## config.mk

```make
export PLATFORM = sky130hd
export DESIGN_NAME = keypad_scan_to_lcd_writer
export DESIGN_NICKNAME = d
export VERILOG_FILES = /design/src/rtl/kstl_pkg.sv /design/src/rtl/keypad_scan_to_lcd_writer.sv /design/src/rtl/kstl_front.sv /design/src/rtl/kstl_fifo.sv /design/src/rtl/kstl_back.sv
export SDC_FILE = /design/constraint.sdc
export NUM_CORES = 1
export LEC_CHECK = 0
export BUFFER_PORTS_ARGS = -buffer_cell sky130_fd_sc_hd__buf_2
export CORE_AREA = 2 2 132 95
export DETAILED_ROUTE_END_ITERATION = 10
export DIE_AREA = 0 0 134 97
export GPL_ROUTABILITY_DRIVEN = 0
export PLACE_DENSITY = 0.6
export SKIP_LAST_GASP = 1
export SLEW_MARGIN = 20
export SYNTH_ARGS = -nofsm -noshare
export SYNTH_HDL_FRONTEND = slang
export SYNTH_SLANG_ARGS = --single-unit
```

## constraint.sdc

```tcl
create_clock -name clk -period 4.54 [get_ports clk]
set_input_delay 0.908 -clock clk [delete_from_list [all_inputs] [get_ports clk]]
set_output_delay 0.908 -clock clk [all_outputs]
set_load 0.1 [all_outputs]
```

## src/rtl/kstl_pkg.sv

```systemverilog
// ----------------------------------------------------------------------------
// kstl_pkg: shared types and constants for the keypad scanner
// key table, lcd command codes and the front-to-back queue entry
// ----------------------------------------------------------------------------
`default_nettype none

package kstl_pkg;

	localparam logic [7:0] CMD_CLEAR       = 8'h01;
	localparam logic [7:0] CMD_ENTRY_INC   = 8'h06;
	localparam logic [7:0] CMD_ENTRY_SHIFT = 8'h07;
	localparam logic [7:0] KEY_CLEAR       = 8'h43;
	localparam logic [7:0] KEY_NONE        = 8'h58;
	localparam logic [7:0] KEY_NO_KEY      = 8'hFF;
	localparam logic [5:0] LINE_LEN_RESET  = 6'd16;

	typedef enum logic [1:0] {
		OP_NONE        = 2'd0,
		OP_CLEAR       = 2'd1,
		OP_DIGIT       = 2'd2,
		OP_SHIFT_DIGIT = 2'd3
	} kstl_op_t;

	typedef struct packed {
		logic [1:0] col;
		kstl_op_t   op;
		logic [7:0] key;
	} kstl_entry_t;

	function automatic logic [7:0] key_lookup(input logic [3:0] idx);
		logic [7:0] k;
		unique case (idx)
			4'd0:    k = 8'h30;
			4'd3:    k = KEY_CLEAR;
			4'd4:    k = 8'h34;
			4'd5:    k = 8'h31;
			4'd8:    k = 8'h37;
			4'd9:    k = 8'h35;
			4'd10:   k = 8'h32;
			4'd12:   k = 8'h39;
			4'd13:   k = 8'h38;
			4'd14:   k = 8'h36;
			4'd15:   k = 8'h33;
			default: k = KEY_NONE;
		endcase
		return k;
	endfunction

endpackage

`default_nettype wire

```

## src/rtl/keypad_scan_to_lcd_writer.sv

```systemverilog
// ----------------------------------------------------------------------------
// keypad_scan_to_lcd_writer: 4x4 keypad scanner driving a character lcd
// Scan channel: scan_valid/scan_stall carry row_sense, the active-low rows
//   sampled for the column driven on the previous tick; one request per tick.
// Result channel: result_valid/result_stall carry next_column, write_valid,
//   is_data, lcd_byte and last; a tick yields one result, or two for a clear
//   or for a digit past the end of the line; last marks the final one.
// Config channel: cfg_valid/cfg_ready write the 6-bit line length; it is
//   always ready.
// A taken tick is written into the queue, and the writer then loads it from
//   there into its output register, which shows the tick's first result.
// Throughput: a tick is taken every cycle while the queue has room; the
//   writer emits one result per cycle while result_stall is low, and a tick
//   with two writes keeps it from taking the next tick until both are out.
// Stall: a stalled result holds its fields; ticks keep entering until the
//   QUEUE_DEPTH-entry queue fills, then scan_stall rises.
// Reset: column 0, no last key, fresh press, empty line, line length 16,
//   queue empty.
// ----------------------------------------------------------------------------
`default_nettype none

module keypad_scan_to_lcd_writer #(
	parameter int QUEUE_DEPTH = 4
) (
	input  wire logic       clk,
	input  wire logic       arst_n,
	input  wire logic       cfg_valid,
	output logic            cfg_ready,
	input  wire logic [5:0] cfg_data,
	input  wire logic       scan_valid,
	output logic            scan_stall,
	input  wire logic [3:0] row_sense,
	output logic            result_valid,
	input  wire logic       result_stall,
	output logic [1:0]      next_column,
	output logic            write_valid,
	output logic            is_data,
	output logic [7:0]      lcd_byte,
	output logic            last
);
	import kstl_pkg::*;

	kstl_entry_t entry;
	kstl_entry_t head;
	logic        push;
	logic        pop;
	logic        full;
	logic        empty;

	assign cfg_ready  = 1'b1;
	assign scan_stall = full;
	assign push       = scan_valid && !full;

	kstl_front u_front (
		.clk       (clk),
		.arst_n    (arst_n),
		.cfg_we    (cfg_valid && cfg_ready),
		.cfg_data  (cfg_data),
		.push      (push),
		.row_sense (row_sense),
		.entry     (entry)
	);

	kstl_fifo #(
		.DEPTH (QUEUE_DEPTH)
	) u_fifo (
		.clk       (clk),
		.arst_n    (arst_n),
		.push      (push),
		.push_data (entry),
		.pop       (pop),
		.head      (head),
		.full      (full),
		.empty     (empty)
	);

	kstl_back u_back (
		.clk          (clk),
		.arst_n       (arst_n),
		.head         (head),
		.empty        (empty),
		.pop          (pop),
		.result_valid (result_valid),
		.result_stall (result_stall),
		.next_column  (next_column),
		.write_valid  (write_valid),
		.is_data      (is_data),
		.lcd_byte     (lcd_byte),
		.last         (last)
	);

endmodule

`default_nettype wire

```

## src/rtl/kstl_front.sv

```systemverilog
// ----------------------------------------------------------------------------
// kstl_front: scan tick decoder
// decodes the sensed row, filters repeats and classifies the lcd action
// ----------------------------------------------------------------------------
`default_nettype none

module kstl_front (
	input  wire logic                 clk,
	input  wire logic                 arst_n,
	input  wire logic                 cfg_we,
	input  wire logic [5:0]           cfg_data,
	input  wire logic                 push,
	input  wire logic [3:0]           row_sense,
	output kstl_pkg::kstl_entry_t     entry
);
	import kstl_pkg::*;

	logic [1:0] col_q;
	logic [7:0] last_key_q;
	logic       pressed_q;
	logic       fresh_q;
	logic [5:0] chars_q;
	logic [5:0] line_len_q;

	logic [3:0] low;
	logic       any_low;
	logic       single;
	logic [1:0] row_idx;
	logic [7:0] key;
	logic       act;
	logic [1:0] nxt;
	kstl_op_t   op;

	assign low     = ~row_sense;
	assign any_low = |low;
	assign nxt     = col_q + 2'd1;

	always_comb begin
		single  = 1'b1;
		row_idx = 2'd0;
		unique case (low)
			4'b0001: row_idx = 2'd0;
			4'b0010: row_idx = 2'd1;
			4'b0100: row_idx = 2'd2;
			4'b1000: row_idx = 2'd3;
			default: single = 1'b0;
		endcase
	end

	assign key = single ? key_lookup({row_idx, col_q}) : KEY_NONE;
	assign act = any_low && ((key != last_key_q) || fresh_q);

	always_comb begin
		op = OP_NONE;
		if (act && key == KEY_CLEAR) begin
			op = OP_CLEAR;
		end else if (act && key != KEY_NONE) begin
			op = (chars_q < line_len_q) ? OP_DIGIT : OP_SHIFT_DIGIT;
		end
	end

	assign entry.col = nxt;
	assign entry.op  = op;
	assign entry.key = key;

	always_ff @(posedge clk or negedge arst_n) begin
		if (!arst_n) begin
			line_len_q <= LINE_LEN_RESET;
		end else if (cfg_we) begin
			line_len_q <= cfg_data;
		end
	end

	always_ff @(posedge clk or negedge arst_n) begin
		if (!arst_n) begin
			col_q      <= 2'd0;
			last_key_q <= KEY_NO_KEY;
			pressed_q  <= 1'b0;
			fresh_q    <= 1'b1;
			chars_q    <= 6'd0;
		end else if (push) begin
			col_q <= nxt;
			if (any_low) begin
				last_key_q <= key;
			end
			if (nxt == 2'd0) begin
				fresh_q   <= !(pressed_q || any_low);
				pressed_q <= 1'b0;
			end else begin
				pressed_q <= pressed_q || any_low;
			end
			if (op == OP_CLEAR) begin
				chars_q <= 6'd0;
			end else if (op == OP_DIGIT) begin
				chars_q <= chars_q + 6'd1;
			end
		end
	end

`ifndef NO_ASSERTIONS
	a_sweep_end_clears: assert property (@(posedge clk) disable iff (!arst_n)
		(push && col_q == 2'd3) |=> !pressed_q)
		else $error("sweep flag not cleared at end of sweep");
	a_clear_resets_line: assert property (@(posedge clk) disable iff (!arst_n)
		(push && op == OP_CLEAR) |=> chars_q == 6'd0)
		else $error("clear did not reset line count");
	a_repeat_filtered: assert property (@(posedge clk) disable iff (!arst_n)
		(push && op != OP_NONE) |-> (fresh_q || key != last_key_q))
		else $error("repeated key acted on without fresh press");
`endif

endmodule

`default_nettype wire

```

## src/rtl/kstl_fifo.sv

```systemverilog
// ----------------------------------------------------------------------------
// kstl_fifo: action queue
// short queue that lets the decoder and the lcd writer stall on their own
// ----------------------------------------------------------------------------
`default_nettype none

module kstl_fifo #(
	parameter int DEPTH = 4
) (
	input  wire logic                 clk,
	input  wire logic                 arst_n,
	input  wire logic                 push,
	input  wire kstl_pkg::kstl_entry_t push_data,
	input  wire logic                 pop,
	output kstl_pkg::kstl_entry_t     head,
	output logic                      full,
	output logic                      empty
);
	import kstl_pkg::*;

	localparam int AW = $clog2(DEPTH);

	kstl_entry_t   mem_q [DEPTH];
	logic [AW:0]   wr_q;
	logic [AW:0]   rd_q;
	logic [AW:0]   count;

	assign count = wr_q - rd_q;
	assign full  = (count == DEPTH[AW:0]);
	assign empty = (count == '0);
	assign head  = mem_q[rd_q[AW-1:0]];

	always_ff @(posedge clk) begin
		if (push) begin
			mem_q[wr_q[AW-1:0]] <= push_data;
		end
	end

	always_ff @(posedge clk or negedge arst_n) begin
		if (!arst_n) begin
			wr_q <= '0;
			rd_q <= '0;
		end else begin
			if (push) begin
				wr_q <= wr_q + 1'b1;
			end
			if (pop) begin
				rd_q <= rd_q + 1'b1;
			end
		end
	end

`ifndef NO_ASSERTIONS
	a_no_overflow: assert property (@(posedge clk) disable iff (!arst_n)
		count <= DEPTH[AW:0])
		else $error("queue count beyond depth");
	a_no_overrun: assert property (@(posedge clk) disable iff (!arst_n)
		(push && !pop) |-> !full)
		else $error("push into full queue");
	a_no_underrun: assert property (@(posedge clk) disable iff (!arst_n)
		pop |-> !empty)
		else $error("pop from empty queue");
`endif

endmodule

`default_nettype wire

```

## src/rtl/kstl_back.sv

```systemverilog
// ----------------------------------------------------------------------------
// kstl_back: lcd writer
// expands each queued action into one or two results in an output register
// ----------------------------------------------------------------------------
`default_nettype none

module kstl_back (
	input  wire logic                 clk,
	input  wire logic                 arst_n,
	input  wire kstl_pkg::kstl_entry_t head,
	input  wire logic                 empty,
	output logic                      pop,
	output logic                      result_valid,
	input  wire logic                 result_stall,
	output logic [1:0]                next_column,
	output logic                      write_valid,
	output logic                      is_data,
	output logic [7:0]                lcd_byte,
	output logic                      last
);
	import kstl_pkg::*;

	logic        valid_q;
	logic        pend_q;
	kstl_entry_t held_q;
	logic [1:0]  col_q;
	logic        wv_q;
	logic        data_q;
	logic [7:0]  byte_q;
	logic        last_q;
	logic        load_ok;

	assign load_ok = !valid_q || !result_stall;
	assign pop     = load_ok && !pend_q && !empty;

	always_ff @(posedge clk or negedge arst_n) begin
		if (!arst_n) begin
			valid_q <= 1'b0;
			pend_q  <= 1'b0;
		end else if (load_ok) begin
			if (pend_q) begin
				valid_q <= 1'b1;
				pend_q  <= 1'b0;
			end else if (!empty) begin
				valid_q <= 1'b1;
				pend_q  <= (head.op == OP_CLEAR) || (head.op == OP_SHIFT_DIGIT);
			end else begin
				valid_q <= 1'b0;
			end
		end
	end

	always_ff @(posedge clk) begin
		if (load_ok) begin
			if (pend_q) begin
				wv_q   <= 1'b1;
				last_q <= 1'b1;
				if (held_q.op == OP_CLEAR) begin
					data_q <= 1'b0;
					byte_q <= CMD_ENTRY_INC;
				end else begin
					data_q <= 1'b1;
					byte_q <= held_q.key;
				end
			end else if (!empty) begin
				held_q <= head;
				col_q  <= head.col;
				unique case (head.op)
					OP_NONE: begin
						wv_q   <= 1'b0;
						data_q <= 1'b0;
						byte_q <= 8'h00;
						last_q <= 1'b1;
					end
					OP_CLEAR: begin
						wv_q   <= 1'b1;
						data_q <= 1'b0;
						byte_q <= CMD_CLEAR;
						last_q <= 1'b0;
					end
					OP_DIGIT: begin
						wv_q   <= 1'b1;
						data_q <= 1'b1;
						byte_q <= head.key;
						last_q <= 1'b1;
					end
					OP_SHIFT_DIGIT: begin
						wv_q   <= 1'b1;
						data_q <= 1'b0;
						byte_q <= CMD_ENTRY_SHIFT;
						last_q <= 1'b0;
					end
					default: begin
						wv_q   <= 1'b0;
						data_q <= 1'b0;
						byte_q <= 8'h00;
						last_q <= 1'b1;
					end
				endcase
			end
		end
	end

	assign result_valid = valid_q;
	assign next_column  = col_q;
	assign write_valid  = wv_q;
	assign is_data      = data_q;
	assign lcd_byte     = byte_q;
	assign last         = last_q;

`ifndef NO_ASSERTIONS
	a_pend_shows_first: assert property (@(posedge clk) disable iff (!arst_n)
		pend_q |-> (valid_q && !last_q))
		else $error("second write pending without first shown");
	a_first_has_pend: assert property (@(posedge clk) disable iff (!arst_n)
		(valid_q && !last_q) |-> pend_q)
		else $error("non-final result without second pending");
	a_second_follows: assert property (@(posedge clk) disable iff (!arst_n)
		(valid_q && !result_stall && !last_q) |=> (valid_q && last_q))
		else $error("second write did not follow the first");
`endif

endmodule

`default_nettype wire
```

==> results by group <==
Status
  – Status: completed

GRT
  – First-pass GRT wire length: 13.2 mm
  – Tot GR Track Use: 13.4%
  – Initial antenna violation count: 0
  – Largest net degree at the start of global routing: 33
  – Global-route track usage on met2: 20.2%
  – GR Util met1: 18.4%
  – Vias in the first global route: 2505
  – Gr busiest metal: met2
  – Total gr overflow: 0
  – Met3 usage: 3.93%

Cells and area
  – Area growth syn-to-layout: 12.3%
  – Fin area: 5150 µm²
  – Antenna fix cells: 0
  – Core Util, Final: 44.4%
  – Final Net Count: 405
  – Fill cell count: 1068
  – Share of cells above drive strength 1: 21.6%

Logic synthesis
  – Syn Std Cell Area: 4590 µm²
  – Main flop type after synthesis: edfxtp_1
  – Post-synthesis sequential area ratio: 60.3%
  – Share of the synthesized area in the top cell type: 42.5%
  – Synth Warn #: 0
  – Synth Instances: 344
  – Fraction of registers with async set/reset: 33.0%
  – Top cells by area in the synthesized netlist: edfxtp_1, dfrtp_1, dfstp_2
  – Mean post-synth cell area: 13.3 µm²
  – Syn Nets: 379
  – Number of synthesized flops with an enable pin: 65
  – Synth unique cells: 59
  – Yosys reg bits: 97
  – Leading area contributor after synthesis: edfxtp_1

Critical path
  – Cells along the critical path: inv_1, ha_1, o21ai_1, a311o_1, o22a_4, xnor2_1, o41ai_2, a21oi_1, ha_1, nand2b_1, nor3_1, a21oi_1, o21ai_0
  – Worst reg-to-reg path cell count: 13
  – Critical Path End Type: register
  – Worst EP arrival: 4.08 ns
  – Critical path type: reg2reg
  – Slowest stage delay, CP: 0.51 ns
  – Required @ worst endpoint: 4.80 ns
  – Crit-path slowest cell: dfrtp_1
  – Highest net fanout along the worst path: 12
  – Type of origin of the critical path: register

Routing
  – Vias/cell: 4.94
  – Routed WL: 7.94 mm
  – Final antenna-violating net count: 0
  – First-pass DRT Iterations: 4
  – Total number of vias: 2626
  – Average wire per standard cell: 14.9 µm
  – DR DRC count: 0
  – Iteration-0 DRC Markers: 139

Die
  – IO Count: 31
  – # rows: 33
  – Die area: 13000 µm²
  – Initial Util: 39.5%
  – Die Span Y: 97 µm
  – Core area: 11600 µm²
  – Die X: 134 µm

Timing
  – Slew Limit Headroom: 38.6%
  – TNS Setup: 0 ns
  – Clock skew: 0.0106 ns
  – Period utilization: 84.1%
  – Final Hold Viols: 0
  – RSZ-0062 raised after global routing: false
  – Worst-margin pin slew: 0.922 ns
  – Final Max Tran Viols: 0
  – Fin worst setup slack: 0.720 ns
  – Final Setup Violations: 0
  – Final worst path period need: 3.82 ns
  – Fmax: 0.262 GHz

Power
  – Sw Ratio: 41.3%
  – Leak pwr: 1.99 nW
  – Comb power frac: 41.9%
  – Clk pwr share: 19.2%
  – Sequential Power Share: 38.8%
  – Pwr Density: 772 nW/µm²
  – VDD IR max: 0.326 mV
  – P_sw: 0.00164 W
  – Final Power: 0.00398 W
  – Internal power: 0.00234 W

Placement
  – Count of input and output buffers: 28
  – DP Wirelength: 5.45 mm
  – Worst slack, placed: 0.508 ns
  – Post-place instance area: 4850 µm²

Flow run
  – Max-cap violation count: 0

Clock network
  – Worst-path clk slew: 0.07 ns
  – Clock Latency Late Sink: 0.34 ns
  – Num CTS Buffers: 9
  – Root buffer cell: clkbuf_16
  – Setup Fix Bufs, Post-CTS: 0
  – CTS Hold Bufs: 0
  – Htree depth: 3
  – Post-cts sizing count: 0
  – CTS Sinks: 97
  – CTS tree: yes
  – CTS Buffer Depth: 2

Min path
  – Worst Hold Class: reg2reg
  – Hold path depth: 1
==> worst max-delay path, delay by kind of cell (launching register included) <==
kind                       cells  cell delay [ns]
AOI/OAI and AO/OA              7             1.54
xor gates and xnor gates       1             0.14
adders and majority gates      2             0.80
buffers and inverters          1             0.17
DFF                            1             0.51
and+or+nand+nor                2             0.58
==> cells in the mapped netlist, drive strengths merged, types with 7 or more instances <==
library cell / number
a21oi: 13
and2: 7
buf: 8
dfrtp: 22
dfstp: 10
edfxtp: 65
ha: 20
inv: 20
mux4: 11
nand2: 31
nand2b: 7
nand3: 7
nor2: 9
o21ai: 30
xnor2: 8
==> registers in the layout, indices dropped and copies added, names as in the netlist, 2 cells and up <==
register            count
u_front.line_len_q      6
u_front.col_q           2
u_back.lcd_byte         7
u_fifo.mem_q           44
u_back.next_column      2
u_fifo.wr_q             3
u_front.chars_q         6
u_back.held_q           9
u_fifo.rd_q             3
u_front.last_key_q      8
==> cells by family after synthesis <==
kind of cell    share of synthesized area [%]
flops                                    60.3
simple gates                             10.4
compound gates                           10.8
buf+inv                                  3.41
fa+ha+maj                                5.45
mux                                      6.82
xor+xnor                                 2.67
other cells                             0.164
==> power groups by stage <==
stage / Combinational (W) / Sequential (W) / Clock [W]
after floorplan: 0.000967 / 0.00195 / 0
after global placement: 0.00166 / 0.00156 / 0
after detailed placement: 0.00169 / 0.00156 / 0
after CTS: 0.00170 / 0.00155 / 0.000791
after global routing: 0.00183 / 0.00158 / 0.000823
final: 0.00167 / 0.00154 / 0.000766
==> per-layer routing <==
metal  vias to the layer above  part of all wire, %
li1                       1310                    -
met1                      1268                   50
met2                        39                   45
met3                         9                  3.4
met4                         0                  1.3
met5                         -                    0
==> final timing paths <==
kind | slack, ns | from | end
worst min-delay path | 0.43 | u_front.pressed_q | u_front.fresh_q
max in group asynchronous | 3.43 | arst_n | u_fifo.wr_q[0]
worst min register to register | 0.43 | u_front.pressed_q | u_front.fresh_q
min in group asynchronous | 0.62 | arst_n | u_front.line_len_q[2]
worst max register to register | 0.72 | u_front.col_q[1] | u_front.chars_q[3]
worst max-delay path | 0.72 | u_front.col_q[1] | u_front.chars_q[3]
==> placed cells by master, fill, tap and decap left out, drive strengths merged, types with 3 or more instances in the layout <==
cell type	count
o21ai	30
ha	20
a21o	6
a21oi	13
mux2	4
clkbuf	10
and3b	3
o21a	5
edfxtp	65
dfrtp	22
nor2	9
nor2b	4
a22o	4
buf	29
inv	24
mux4	11
nand2	31
xnor2	8
dfstp	10
nand3	7
o22a	3
nor3b	3
a21boi	3
xor2	6
nor3	5
and2	7
nand2b	7
==> area by class of cell <==
cell class,instances,area (µm²),area share [%]
flip-flops and latches,97,2770,53.7
multi-input cells,213,1670,32.3
clock buffers,10,229,4.44
well taps,157,196,3.81
repair buffers,29,148,2.87
inverters,20,75.1,1.46
clock inverters,6,72.6,1.41
==> per-stage QoR <==
step	std cells	hold slack (ns)
floorplan	344	0.396
global placement	516	0.408
detailed placement	516	0.428
CTS	532	0.439
global route	532	0.469
finish	532	0.434
No activity file was read; power rests on OpenSTA's default activity.
